### src/rtl/core/fbs_pkg.sv
// Package for the FASTA record base statistics block.
// Holds the character codes, scale constants, controller states and the
// command and status structs shared by the controller and the datapath.
package fbs_pkg;

    // Character codes of the file text.
    localparam logic [7:0] CHAR_NEWLINE = 8'h0A;
    localparam logic [7:0] CHAR_HEADER  = 8'h3E;
    localparam logic [7:0] CHAR_CASE    = 8'h20;
    localparam logic [7:0] CHAR_LO      = 8'h41;
    localparam logic [7:0] CHAR_HI      = 8'h7A;
    localparam logic [7:0] CHAR_A_LC    = 8'h61;
    localparam logic [7:0] CHAR_C_LC    = 8'h63;
    localparam logic [7:0] CHAR_G_LC    = 8'h67;
    localparam logic [7:0] CHAR_T_LC    = 8'h74;

    // Base lane indexes.
    localparam logic [1:0] BASE_A = 2'd0;
    localparam logic [1:0] BASE_C = 2'd1;
    localparam logic [1:0] BASE_G = 2'd2;
    localparam logic [1:0] BASE_T = 2'd3;

    // Fixed-point scales.
    localparam int unsigned GC_SCALE    = 10000;
    localparam int unsigned RATIO_SCALE = 1000;
    localparam int unsigned CODON_SIZE  = 3;

    // Output field widths.
    localparam int unsigned OUT_COUNT_W = 32;
    localparam int unsigned OUT_CODON_W = 31;
    localparam int unsigned OUT_GC_W    = 14;
    localparam int unsigned OUT_TM_W    = 34;
    localparam int unsigned OUT_RATIO_W = 32;

    typedef enum logic [1:0] {
        DIV_GC,
        DIV_RATIO
    } t_div_op;

    typedef enum logic [3:0] {
        ST_IDLE,
        ST_PREP,
        ST_GC_GO,
        ST_GC_WAIT,
        ST_RAT_GO,
        ST_RAT_WAIT,
        ST_OUT
    } t_state;

    typedef struct packed {
        logic    count_en;
        logic    clear_rec;
        logic    snap;
        logic    prep;
        logic    div_start;
        logic    capture;
        logic    load_out;
        t_div_op div_sel;
    } t_cmd;

    typedef struct packed {
        logic is_nl;
        logic is_gt;
        logic is_base;
        logic div_done;
        logic out_free;
    } t_status;

endpackage

### src/rtl/core/fasta_record_base_statistics.sv
// Top level of the FASTA record base statistics block.
// Joins fbs_ctrl and fbs_datapath; depends on fbs_pkg.
//
//  channel | direction | handshake          | payload
//  --------+-----------+--------------------+----------------------------------
//  in      | input     | i_valid / o_stall  | i_data_byte, i_end_of_file
//  out     | output    | o_valid / i_stall  | counts, codons, GC, Tm, ratio, flags
//
// One file word is taken every cycle while o_stall is low, and the codon count runs
// alongside the base counters. When a record closes, its counts are copied aside and
// two serial divisions (GC, then ratio) run on one shared divider; the result is then
// loaded into the output register as soon as that register is free.
// Counting of the next record carries on meanwhile; only a word that would
// close another record is stalled until the previous result has been loaded.
// Reset is synchronous and needs no clearing pass.
module fasta_record_base_statistics #(
    parameter int COUNT_WIDTH = 32
) (
    input  logic                                 i_clk,
    input  logic                                 i_rst_n,
    input  logic                                 i_valid,
    output logic                                 o_stall,
    input  logic [7:0]                           i_data_byte,
    input  logic                                 i_end_of_file,
    output logic                                 o_valid,
    input  logic                                 i_stall,
    output logic [fbs_pkg::OUT_COUNT_W-1:0]      o_count_a,
    output logic [fbs_pkg::OUT_COUNT_W-1:0]      o_count_c,
    output logic [fbs_pkg::OUT_COUNT_W-1:0]      o_count_g,
    output logic [fbs_pkg::OUT_COUNT_W-1:0]      o_count_t,
    output logic [fbs_pkg::OUT_CODON_W-1:0]      o_codon_count,
    output logic [fbs_pkg::OUT_GC_W-1:0]         o_gc_hundredths_percent,
    output logic [fbs_pkg::OUT_TM_W-1:0]         o_melt_temp,
    output logic [fbs_pkg::OUT_RATIO_W-1:0]      o_ratio_thousandths,
    output logic                                 o_ratio_undefined,
    output logic                                 o_no_valid_bases,
    output logic                                 o_count_saturated
);
    import fbs_pkg::*;

    t_cmd    cmd;
    t_status sts;

    fbs_ctrl u_ctrl (
        .i_clk         (i_clk),
        .i_rst_n       (i_rst_n),
        .i_valid       (i_valid),
        .i_end_of_file (i_end_of_file),
        .i_sts         (sts),
        .o_cmd         (cmd),
        .o_stall       (o_stall)
    );

    fbs_datapath #(
        .CW (COUNT_WIDTH)
    ) u_datapath (
        .i_clk                   (i_clk),
        .i_rst_n                 (i_rst_n),
        .i_data_byte             (i_data_byte),
        .i_cmd                   (cmd),
        .o_sts                   (sts),
        .i_stall                 (i_stall),
        .o_valid                 (o_valid),
        .o_count_a               (o_count_a),
        .o_count_c               (o_count_c),
        .o_count_g               (o_count_g),
        .o_count_t               (o_count_t),
        .o_codon_count           (o_codon_count),
        .o_gc_hundredths_percent (o_gc_hundredths_percent),
        .o_melt_temp             (o_melt_temp),
        .o_ratio_thousandths     (o_ratio_thousandths),
        .o_ratio_undefined       (o_ratio_undefined),
        .o_no_valid_bases        (o_no_valid_bases),
        .o_count_saturated       (o_count_saturated)
    );

endmodule

### src/rtl/core/fbs_divider.sv
// Unsigned restoring divider, one quotient bit per cycle.
// Stand-alone; used by the FASTA statistics datapath.
module fbs_divider #(
    parameter int WIDTH = 49
) (
    input  logic             i_clk,
    input  logic             i_rst_n,
    input  logic             i_start,
    input  logic [WIDTH-1:0] i_dividend,
    input  logic [WIDTH-1:0] i_divisor,
    output logic             o_done,
    output logic [WIDTH-1:0] o_quotient
);
    localparam int CNTW = $clog2(WIDTH);

    logic [WIDTH-1:0] r_q;
    logic [WIDTH-1:0] r_rem;
    logic [WIDTH-1:0] r_dvs;
    logic [CNTW-1:0]  r_cnt;
    logic             r_busy;
    logic             r_done;

    logic [WIDTH:0]   rem_sh;
    logic [WIDTH:0]   diff;
    logic             ge;

    always_comb begin
        rem_sh = {r_rem, r_q[WIDTH-1]};
        diff   = rem_sh - {1'b0, r_dvs};
        ge     = rem_sh >= {1'b0, r_dvs};
    end

    always_ff @(posedge i_clk) begin
        if (!i_rst_n) begin
            r_busy <= 1'b0;
            r_done <= 1'b0;
            r_cnt  <= '0;
        end else begin
            r_done <= 1'b0;
            if (i_start) begin
                r_busy <= 1'b1;
                r_cnt  <= CNTW'(WIDTH - 1);
            end else if (r_busy) begin
                r_cnt <= r_cnt - 1'b1;
                if (r_cnt == '0) begin
                    r_busy <= 1'b0;
                    r_done <= 1'b1;
                end
            end
        end
    end

    // The dividend shifts out at the top while quotient bits shift in below.
    always_ff @(posedge i_clk) begin
        if (i_start) begin
            r_q   <= i_dividend;
            r_rem <= '0;
            r_dvs <= i_divisor;
        end else if (r_busy) begin
            r_q   <= {r_q[WIDTH-2:0], ge};
            r_rem <= ge ? diff[WIDTH-1:0] : rem_sh[WIDTH-1:0];
        end
    end

    assign o_done     = r_done;
    assign o_quotient = r_q;

endmodule

### src/rtl/core/fbs_ctrl.sv
// Controller of the FASTA statistics block: line parser state and the
// record-end sequencer. Depends on fbs_pkg.
module fbs_ctrl (
    input  logic            i_clk,
    input  logic            i_rst_n,
    input  logic            i_valid,
    input  logic            i_end_of_file,
    input  fbs_pkg::t_status i_sts,
    output fbs_pkg::t_cmd   o_cmd,
    output logic            o_stall
);
    import fbs_pkg::*;

    t_state r_state, n_state;
    logic   r_als, n_als;
    logic   r_hdr, n_hdr;
    logic   r_has, n_has;

    logic   acc;
    logic   gt_open;
    logic   close_gt;
    logic   has_after;
    logic   would_close;

    always_ff @(posedge i_clk) begin
        if (!i_rst_n) begin
            r_state <= ST_IDLE;
            r_als   <= 1'b1;
            r_hdr   <= 1'b0;
            r_has   <= 1'b0;
        end else begin
            r_state <= n_state;
            r_als   <= n_als;
            r_hdr   <= n_hdr;
            r_has   <= n_has;
        end
    end

    always_comb begin
        gt_open  = r_als & i_sts.is_gt;
        close_gt = gt_open & r_has;
        if (i_sts.is_nl) begin
            has_after = r_has;
        end else if (gt_open) begin
            has_after = 1'b0;
        end else begin
            has_after = r_hdr ? r_has : 1'b1;
        end
        would_close = close_gt | (i_end_of_file & has_after);
        // A closing word waits only while the previous record is still in work.
        o_stall = (r_state != ST_IDLE) & would_close;
        acc     = i_valid & ~o_stall;

        n_als = r_als;
        n_hdr = r_hdr;
        n_has = r_has;
        o_cmd = '0;
        o_cmd.div_sel = DIV_GC;

        if (acc) begin
            if (i_sts.is_nl) begin
                n_als = 1'b1;
                n_hdr = 1'b0;
            end else if (gt_open) begin
                n_als = 1'b0;
                n_hdr = 1'b1;
                n_has = 1'b0;
            end else begin
                n_als = 1'b0;
                n_has = has_after;
                o_cmd.count_en = ~r_hdr & i_sts.is_base;
            end
            if (i_end_of_file) begin
                n_als = 1'b1;
                n_hdr = 1'b0;
                n_has = 1'b0;
            end
            o_cmd.snap      = would_close;
            o_cmd.clear_rec = gt_open | i_end_of_file;
        end

        n_state = r_state;
        unique case (r_state)
            ST_IDLE: begin
                if (o_cmd.snap) begin
                    n_state = ST_PREP;
                end
            end
            ST_PREP: begin
                o_cmd.prep = 1'b1;
                n_state    = ST_GC_GO;
            end
            ST_GC_GO: begin
                o_cmd.div_start = 1'b1;
                o_cmd.div_sel   = DIV_GC;
                n_state         = ST_GC_WAIT;
            end
            ST_GC_WAIT: begin
                o_cmd.div_sel = DIV_GC;
                if (i_sts.div_done) begin
                    o_cmd.capture = 1'b1;
                    n_state       = ST_RAT_GO;
                end
            end
            ST_RAT_GO: begin
                o_cmd.div_start = 1'b1;
                o_cmd.div_sel   = DIV_RATIO;
                n_state         = ST_RAT_WAIT;
            end
            ST_RAT_WAIT: begin
                o_cmd.div_sel = DIV_RATIO;
                if (i_sts.div_done) begin
                    o_cmd.capture = 1'b1;
                    n_state       = ST_OUT;
                end
            end
            ST_OUT: begin
                if (i_sts.out_free) begin
                    o_cmd.load_out = 1'b1;
                    n_state        = ST_IDLE;
                end
            end
            default: begin
                n_state = ST_IDLE;
            end
        endcase
    end

endmodule

### src/rtl/core/fbs_datapath.sv
// Datapath of the FASTA statistics block: byte classifier, base counters,
// record snapshot, shared divider and output register. Depends on fbs_pkg.
module fbs_datapath #(
    parameter int CW = 32
) (
    input  logic                                 i_clk,
    input  logic                                 i_rst_n,
    input  logic [7:0]                           i_data_byte,
    input  fbs_pkg::t_cmd                        i_cmd,
    output fbs_pkg::t_status                     o_sts,
    input  logic                                 i_stall,
    output logic                                 o_valid,
    output logic [fbs_pkg::OUT_COUNT_W-1:0]      o_count_a,
    output logic [fbs_pkg::OUT_COUNT_W-1:0]      o_count_c,
    output logic [fbs_pkg::OUT_COUNT_W-1:0]      o_count_g,
    output logic [fbs_pkg::OUT_COUNT_W-1:0]      o_count_t,
    output logic [fbs_pkg::OUT_CODON_W-1:0]      o_codon_count,
    output logic [fbs_pkg::OUT_GC_W-1:0]         o_gc_hundredths_percent,
    output logic [fbs_pkg::OUT_TM_W-1:0]         o_melt_temp,
    output logic [fbs_pkg::OUT_RATIO_W-1:0]      o_ratio_thousandths,
    output logic                                 o_ratio_undefined,
    output logic                                 o_no_valid_bases,
    output logic                                 o_count_saturated
);
    import fbs_pkg::*;

    localparam int SW = CW + 2;                       // four-count sum
    localparam int PW = CW + 1;                       // two-count sum
    localparam int DW = CW + 17;                      // divider width
    localparam int TW = (CW + 5 > 35) ? CW + 5 : 35;  // melting temperature
    localparam int MW = (CW > 32) ? CW : 32;          // count output extension
    localparam int CXW = (SW > 32) ? SW : 32;         // codon output extension
    localparam logic [CW-1:0] CMAX = {CW{1'b1}};

    // Byte classifier.
    logic [7:0] b_low;
    logic [1:0] base_idx;
    logic       is_base;

    always_comb begin
        b_low    = i_data_byte | CHAR_CASE;
        base_idx = BASE_A;
        is_base  = 1'b0;
        if (i_data_byte >= CHAR_LO && i_data_byte <= CHAR_HI) begin
            if (b_low == CHAR_A_LC) begin
                base_idx = BASE_A;
                is_base  = 1'b1;
            end else if (b_low == CHAR_C_LC) begin
                base_idx = BASE_C;
                is_base  = 1'b1;
            end else if (b_low == CHAR_G_LC) begin
                base_idx = BASE_G;
                is_base  = 1'b1;
            end else if (b_low == CHAR_T_LC) begin
                base_idx = BASE_T;
                is_base  = 1'b1;
            end
        end
    end

    // Saturating base counters.
    logic [CW-1:0] r_cnt [4];
    logic [CW-1:0] n_cnt [4];
    logic          r_sat, n_sat;
    // The codon count runs with the counters; the phase counts bases modulo three.
    logic [SW-1:0] r_cod, n_cod;
    logic [1:0]    r_cod_ph, n_cod_ph;
    logic          base_inc;

    always_comb begin
        n_sat    = r_sat;
        base_inc = 1'b0;
        for (int k = 0; k < 4; k++) begin
            n_cnt[k] = r_cnt[k];
            if (i_cmd.count_en && base_idx == 2'(k)) begin
                if (r_cnt[k] != CMAX) begin
                    n_cnt[k] = r_cnt[k] + 1'b1;
                    base_inc = 1'b1;
                end
                if (n_cnt[k] == CMAX) begin
                    n_sat = 1'b1;
                end
            end
        end
        n_cod    = r_cod;
        n_cod_ph = r_cod_ph;
        if (base_inc) begin
            if (r_cod_ph == 2'(CODON_SIZE - 1)) begin
                n_cod_ph = '0;
                n_cod    = r_cod + 1'b1;
            end else begin
                n_cod_ph = r_cod_ph + 1'b1;
            end
        end
    end

    always_ff @(posedge i_clk) begin
        if (!i_rst_n) begin
            for (int k = 0; k < 4; k++) begin
                r_cnt[k] <= '0;
            end
            r_sat    <= 1'b0;
            r_cod    <= '0;
            r_cod_ph <= '0;
        end else if (i_cmd.clear_rec) begin
            for (int k = 0; k < 4; k++) begin
                r_cnt[k] <= '0;
            end
            r_sat    <= 1'b0;
            r_cod    <= '0;
            r_cod_ph <= '0;
        end else begin
            for (int k = 0; k < 4; k++) begin
                r_cnt[k] <= n_cnt[k];
            end
            r_sat    <= n_sat;
            r_cod    <= n_cod;
            r_cod_ph <= n_cod_ph;
        end
    end

    // Snapshot of the closed record, including the closing word's base.
    logic [CW-1:0] r_snap [4];
    logic          r_snap_sat;
    logic [SW-1:0] r_snap_cod;
    logic [SW-1:0] r_total;
    logic [PW-1:0] r_gc;
    logic [PW-1:0] r_pur;
    logic [PW-1:0] r_pyr;
    logic [PW-1:0] r_at;

    always_ff @(posedge i_clk) begin
        if (i_cmd.snap) begin
            for (int k = 0; k < 4; k++) begin
                r_snap[k] <= n_cnt[k];
            end
            r_snap_sat <= n_sat;
            r_snap_cod <= n_cod;
        end
        if (i_cmd.prep) begin
            r_gc    <= PW'(r_snap[BASE_G]) + PW'(r_snap[BASE_C]);
            r_at    <= PW'(r_snap[BASE_A]) + PW'(r_snap[BASE_T]);
            r_pur   <= PW'(r_snap[BASE_A]) + PW'(r_snap[BASE_G]);
            r_pyr   <= PW'(r_snap[BASE_C]) + PW'(r_snap[BASE_T]);
            r_total <= SW'(r_snap[BASE_A]) + SW'(r_snap[BASE_C])
                     + SW'(r_snap[BASE_G]) + SW'(r_snap[BASE_T]);
        end
    end

    // Shared divider; each quotient is rounded by adding half the divisor.
    logic [DW-1:0] div_num;
    logic [DW-1:0] div_den;
    logic [DW-1:0] div_q;
    logic          div_done;

    always_comb begin
        case (i_cmd.div_sel)
            DIV_GC: begin
                div_num = DW'(r_gc) * DW'(GC_SCALE) + DW'(r_total >> 1);
                div_den = DW'(r_total);
            end
            DIV_RATIO: begin
                div_num = DW'(r_pur) * DW'(RATIO_SCALE) + DW'(r_pyr >> 1);
                div_den = DW'(r_pyr);
            end
            default: begin
                div_num = '0;
                div_den = '0;
            end
        endcase
    end

    fbs_divider #(
        .WIDTH (DW)
    ) u_divider (
        .i_clk      (i_clk),
        .i_rst_n    (i_rst_n),
        .i_start    (i_cmd.div_start),
        .i_dividend (div_num),
        .i_divisor  (div_den),
        .o_done     (div_done),
        .o_quotient (div_q)
    );

    logic [OUT_GC_W-1:0]    r_gcp;
    logic [OUT_RATIO_W-1:0] r_ratio;
    logic                   total_zero;
    logic                   pyr_zero;

    assign total_zero = (r_total == '0);
    assign pyr_zero   = (r_pyr == '0);

    always_ff @(posedge i_clk) begin
        if (i_cmd.capture) begin
            case (i_cmd.div_sel)
                DIV_GC: begin
                    r_gcp <= total_zero ? '0 : div_q[OUT_GC_W-1:0];
                end
                DIV_RATIO: begin
                    if (pyr_zero) begin
                        r_ratio <= '0;
                    end else if (|div_q[DW-1:OUT_RATIO_W]) begin
                        r_ratio <= '1;
                    end else begin
                        r_ratio <= div_q[OUT_RATIO_W-1:0];
                    end
                end
                default: begin
                    r_gcp <= r_gcp;
                end
            endcase
        end
    end

    // Melting temperature, codon count and the extended counts for the output word.
    logic [TW-1:0]          tm_full;
    logic [OUT_TM_W-1:0]    tm_sat;
    logic [MW-1:0]          ext_cnt [4];
    logic [CXW-1:0]         cod_ext;
    logic [OUT_CODON_W-1:0] codon_sat;

    always_comb begin
        tm_full = (TW'(r_at) << 1) + (TW'(r_gc) << 2);
        tm_sat  = (|tm_full[TW-1:OUT_TM_W]) ? '1 : tm_full[OUT_TM_W-1:0];
        for (int k = 0; k < 4; k++) begin
            ext_cnt[k] = MW'(r_snap[k]);
        end
        cod_ext   = CXW'(r_snap_cod);
        codon_sat = (|cod_ext[CXW-1:OUT_CODON_W]) ? '1 : cod_ext[OUT_CODON_W-1:0];
    end

    // Output register.
    logic r_ov;

    always_ff @(posedge i_clk) begin
        if (!i_rst_n) begin
            r_ov <= 1'b0;
        end else if (i_cmd.load_out) begin
            r_ov <= 1'b1;
        end else if (!i_stall) begin
            r_ov <= 1'b0;
        end
    end

    always_ff @(posedge i_clk) begin
        if (i_cmd.load_out) begin
            o_count_a               <= ext_cnt[BASE_A][OUT_COUNT_W-1:0];
            o_count_c               <= ext_cnt[BASE_C][OUT_COUNT_W-1:0];
            o_count_g               <= ext_cnt[BASE_G][OUT_COUNT_W-1:0];
            o_count_t               <= ext_cnt[BASE_T][OUT_COUNT_W-1:0];
            o_codon_count           <= codon_sat;
            o_gc_hundredths_percent <= r_gcp;
            o_melt_temp             <= tm_sat;
            o_ratio_thousandths     <= r_ratio;
            o_ratio_undefined       <= pyr_zero;
            o_no_valid_bases        <= total_zero;
            o_count_saturated       <= r_snap_sat;
        end
    end

    assign o_valid = r_ov;

    always_comb begin
        o_sts          = '0;
        o_sts.is_nl    = (i_data_byte == CHAR_NEWLINE);
        o_sts.is_gt    = (i_data_byte == CHAR_HEADER);
        o_sts.is_base  = is_base;
        o_sts.div_done = div_done;
        o_sts.out_free = ~r_ov | ~i_stall;
    end

endmodule

### config.mk
export PLATFORM = sky130hd
export DESIGN_NAME = fasta_record_base_statistics
export DESIGN_NICKNAME = d
export VERILOG_FILES = /design/src/rtl/core/fbs_pkg.sv /design/src/rtl/core/fasta_record_base_statistics.sv /design/src/rtl/core/fbs_divider.sv /design/src/rtl/core/fbs_ctrl.sv /design/src/rtl/core/fbs_datapath.sv
export SDC_FILE = /design/constraint.sdc
export NUM_CORES = 2
export LEC_CHECK = 0
export CAP_MARGIN = 5
export CORE_MARGIN = 3
export CORE_UTILIZATION = 60
export CTS_BUF_LIST = sky130_fd_sc_hd__clkbuf_8
export CTS_CLUSTER_SIZE = 25
export DETAILED_ROUTE_END_ITERATION = 16
export DONT_BUFFER_PORTS = 1
export PLACE_DENSITY = 0.76
export REMOVE_ABC_BUFFERS = 1
export SLEW_MARGIN = 20
export SYNTH_ARGS = -nofsm -noshare
export SYNTH_HDL_FRONTEND = slang
export SYNTH_HIERARCHICAL = 1
export SYNTH_SLANG_ARGS = --single-unit
### constraint.sdc
create_clock -name i_clk -period 57.3 [get_ports i_clk]
set_clock_uncertainty 0.15 [all_clocks]
set_input_delay 8.595 -clock i_clk [delete_from_list [all_inputs] [get_ports i_clk]]
set_output_delay 8.595 -clock i_clk [all_outputs]
set_load 0.1 [all_outputs]
==> summary.txt <==
GRT
  • First-pass GRT wire length: 268 mm
  • GR Util All Layers: 31.2%
  • Largest net degree at the start of global routing: 136
  • Number of global-route vias before repair: 46,700
  • Initial antenna violation count: 12
  • GRT overflow: 0

Placement
  • RD Place Congestion: 1.00
  • HPWL Detailed: 137 mm
  • Port Buffers: 0
  • Placed cell areas: 66,600 um^2

Yosys
  • Synth area leaders: edfxtp_1 (38%), ha_1 (9.9%), fa_1 (8.6%)
  • Async SR Flop Fraction: 0%
  • Sequential-to-total area share from yosys stat: 41.7%
  • Mapped Cells: 6,170
  • Post-synth top area cell: edfxtp_1
  • Yosys warnings: 6
  • EDFF count, synth: 811
  • Mean Syn Cell Area: 10.5 um^2
  • Main synth FF type: edfxtp_1
  • Synth Register Bits: 944
  • Synth cell types: 122
  • Share of the synthesized area in the top cell type: 37.6%
  • Synth Cell Area: 64,800 um^2

Routing
  • DRC Markers: 0
  • Via/cell ratio: 6.03
  • Post-DRT Antenna Nets: 0
  • WL final: 176 mm
  • Routed WL per cell: 22.4 um
  • First drt pass iteration count: 6
  • Initial DRC Count: 4,316
  • Via count: 47,300

STA
  • Final Cycle Share: 33.6%
  • Final-report setup violation count: 0
  • Fin crit period: 19.24 ns
  • Fmax: 0.0520 GHz
  • RSZ-0062 raised after global routing: no
  • Worst-Margin Slew: 1.13 ns
  • Total Neg Setup Slack: 0 ns
  • Final Hold Fails: 0
  • Max-slew headroom: 24.8%
  • Slew Viols, Final: 0

Clock tree
  • Resized Gates After CTS: 0
  • # H-tree levels: 4
  • Clock transition at path regs: 0.06 ns
  • Root buf cell: clkbuf_8
  • Bufs on Longest Clock Path: 3
  • CTS tree: yes
  • Clock Latency Late Sink: 0.88 ns
  • Postcts setup bufs: 0
  • TritonCTS Buffers: 157
  • Clock sinks: 944
  • Hold Buf Count CTS: 0

Power
  • Max rail drop VDD: 0.0472 mV
  • Clk pwr share: 16.6%
  • Int Pwr: 0.00207 W
  • LEAKAGE: 28.7 nW
  • Comb pwr share: 60.5%
  • Pwr Density: 53.7 nW/um^2
  • Net Sw Power: 0.00169 W
  • Seq pwr share: 22.9%
  • Sw Ratio: 44.9%

Worst setup path
  • Crit-path max cell delay: 0.56 ns
  • Startpoint Class: input port
  • Crit-path slowest cell: nor4_1
  • CP Class: in2out
  • Required time of the critical path: 48.56 ns
  • CP max FO: 6
  • CP endpoint kind: output pin
  • Crit path buf inv count: 1
  • CP Cell Sequence: nor4b_1 -> nand2_1 -> nor4_1 -> a211oi_2 -> o211ai_4 -> inv_1
  • CP arrival: 10.49 ns
  • Critical path's top delay family: simple AND/OR/NAND/NOR gates

Floorplanning
  • Rows: 119
  • Initial Util: 61.0%
  • Full die area: 112,000 um^2
  • Die Wd: 335 um
  • DIE HEIGHT: 335 um
  • Core ar.: 106,000 um^2
  • Top Ports: 257

Finish
  • # nets final: 7,124
  • Design Area, Final: 69,900 um^2
  • Share of layout cells above drive strength 1: 6.32%
  • Layout area overhead: 7.86%
  • Most used cells in the layout excluding fill and tap cells: edfxtp_1 (811), inv_1 (651), ha_1 (515)
  • Leading cell type in the layout, fill and taps excluded: edfxtp_1
  • Fillers: 8,392

Job
  • Max-Cap Viols: 0

Run status
  • Status: complete, no violations

Hold path
  • Hold Crit Class: reg2reg
==> power by group through the flow <==
| stage | combinational [W] | clock (W) | sequential [W] |
|---|---|---|---|
| after detailed placement | 0.00222 | 0 | 0.000874 |
| after global placement | 0.00219 | 0 | 0.000873 |
| after global routing | 0.00252 | 0.000665 | 0.000865 |
| after CTS | 0.00224 | 0.000636 | 0.000860 |
| after floorplan | 0.00175 | 0 | 0.000849 |
| final | 0.00227 | 0.000623 | 0.000862 |
==> state kept, by name, indices dropped and copies added (netlist names), 31 cells and up <==
register	cells
u_datapath/r_cnt	128
u_datapath/r_snap	128
u_datapath/u_divider/o_quotient	49
u_datapath/u_divider/r_dvs	49
u_datapath/u_divider/r_rem	49
u_datapath/cod_ext	34
u_datapath/o_melt_temp	34
u_datapath/r_cod	34
u_datapath/r_total	34
u_datapath/r_at	33
u_datapath/r_gc	33
u_datapath/r_pur	33
u_datapath/r_pyr	33
u_datapath/o_count_a	32
u_datapath/o_count_c	32
u_datapath/o_count_g	32
u_datapath/o_count_t	32
u_datapath/o_ratio_thousandths	32
u_datapath/r_ratio	32
u_datapath/o_codon_count	31
==> worst paths after layout <==
kind,startpoint,to,slack [ns],depth (start not counted)
max,i_data_byte[7],o_stall,38.06,6
min,u_datapath/r_ratio[21],u_datapath/o_ratio_thousandths[21],0.27,0
max reg2reg,u_datapath/r_gc[5],u_datapath/u_divider/o_quotient[42],48.97,31
min reg2reg,u_datapath/r_ratio[21],u_datapath/o_ratio_thousandths[21],0.27,0
==> kinds of logic after synthesis <==
| family | share of synthesized area [%] |
|---|---|
| other | 0.0174 |
| DFF | 41.7 |
| xor gates and xnor gates | 6.94 |
| and+or+nand+nor | 14.4 |
| AOI/OAI and AO/OA | 12.3 |
| adders and majority gates | 18.6 |
| muxes | 1.61 |
| buffers and inverters | 4.49 |
==> cell type report <==
type | count | area [um^2] | area share, %
Clock buffer | 173 | 2380 | 3.41
Inverter | 602 | 2260 | 3.23
Timing Repair Buffer | 26 | 220 | 0.315
Sequential cell | 944 | 27000 | 38.6
Clock inverter | 114 | 936 | 1.34
Multi-Input combinational cell | 4585 | 35400 | 50.6
Antenna cell | 3 | 7.51 | 0.0107
Tap cell | 1391 | 1740 | 2.49
==> cell usage after synthesis (9+ instances only) <==
cell type	number
a211oi_1	48
a21boi_0	12
a21o_1	170
a21oi_1	374
a311oi_1	31
a31oi_1	53
a32oi_1	9
and2_1	37
and3_1	98
and4_1	21
buf_1	9
buf_2	15
clkbuf_1	113
dfxtp_1	133
edfxtp_1	811
fa_1	280
ha_1	515
inv_1	601
mux2_2	56
mux2i_1	41
nand2_1	409
nand2b_1	86
nand3_1	173
nand4_1	76
nor2_1	474
nor2b_1	224
nor3_1	84
nor3b_1	9
nor4_1	41
o2111ai_1	10
o211ai_1	17
o21a_1	58
o21ai_0	208
o21ai_1	23
o21bai_1	48
o31ai_1	20
or2_2	13
or3_1	27
or4_1	16
xnor2_1	340
xor2_1	168
==> worst register-to-register path: cells and delay by family (launching register included) <==
kind / cells / cell delay, ns
multiplexers: 1 / 0.30
flip-flops: 1 / 0.60
adder cells (fa/ha/maj): 7 / 2.82
XOR/XNOR: 2 / 0.33
AO/OA/AOI/OAI: 10 / 2.22
buffers and inverters: 6 / 0.43
AND/OR/NAND/NOR: 5 / 1.23
==> through the flow <==
| step | setup WS (ns) | instances | hold WS (ns) | utilization [%] | power, W |
|---|---|---|---|---|---|
| after floorplan | 29.71 | 6131 | 0.250 | - | 0.00259 |
| after global placement | 38.19 | 7548 | 0.252 | 62.6 | 0.00306 |
| after detailed placement | 38.13 | 7548 | 0.255 | 62.6 | 0.00310 |
| after CTS | 38.08 | 7835 | 0.260 | 65.8 | 0.00373 |
| after global routing | 37.95 | 7836 | 0.276 | 65.8 | 0.00405 |
| final | 38.06 | 7838 | 0.266 | 65.8 | 0.00376 |
==> metal layers <==
layer	vias up	track usage (%)	wire, um
met2	1880	52.7	84100
met3	470	5.64	13200
li1	22100	-	-
met1	22800	38.9	69100
met5	-	0	46
met4	6	15.6	9380
Power figures use the tool's default switching activity.
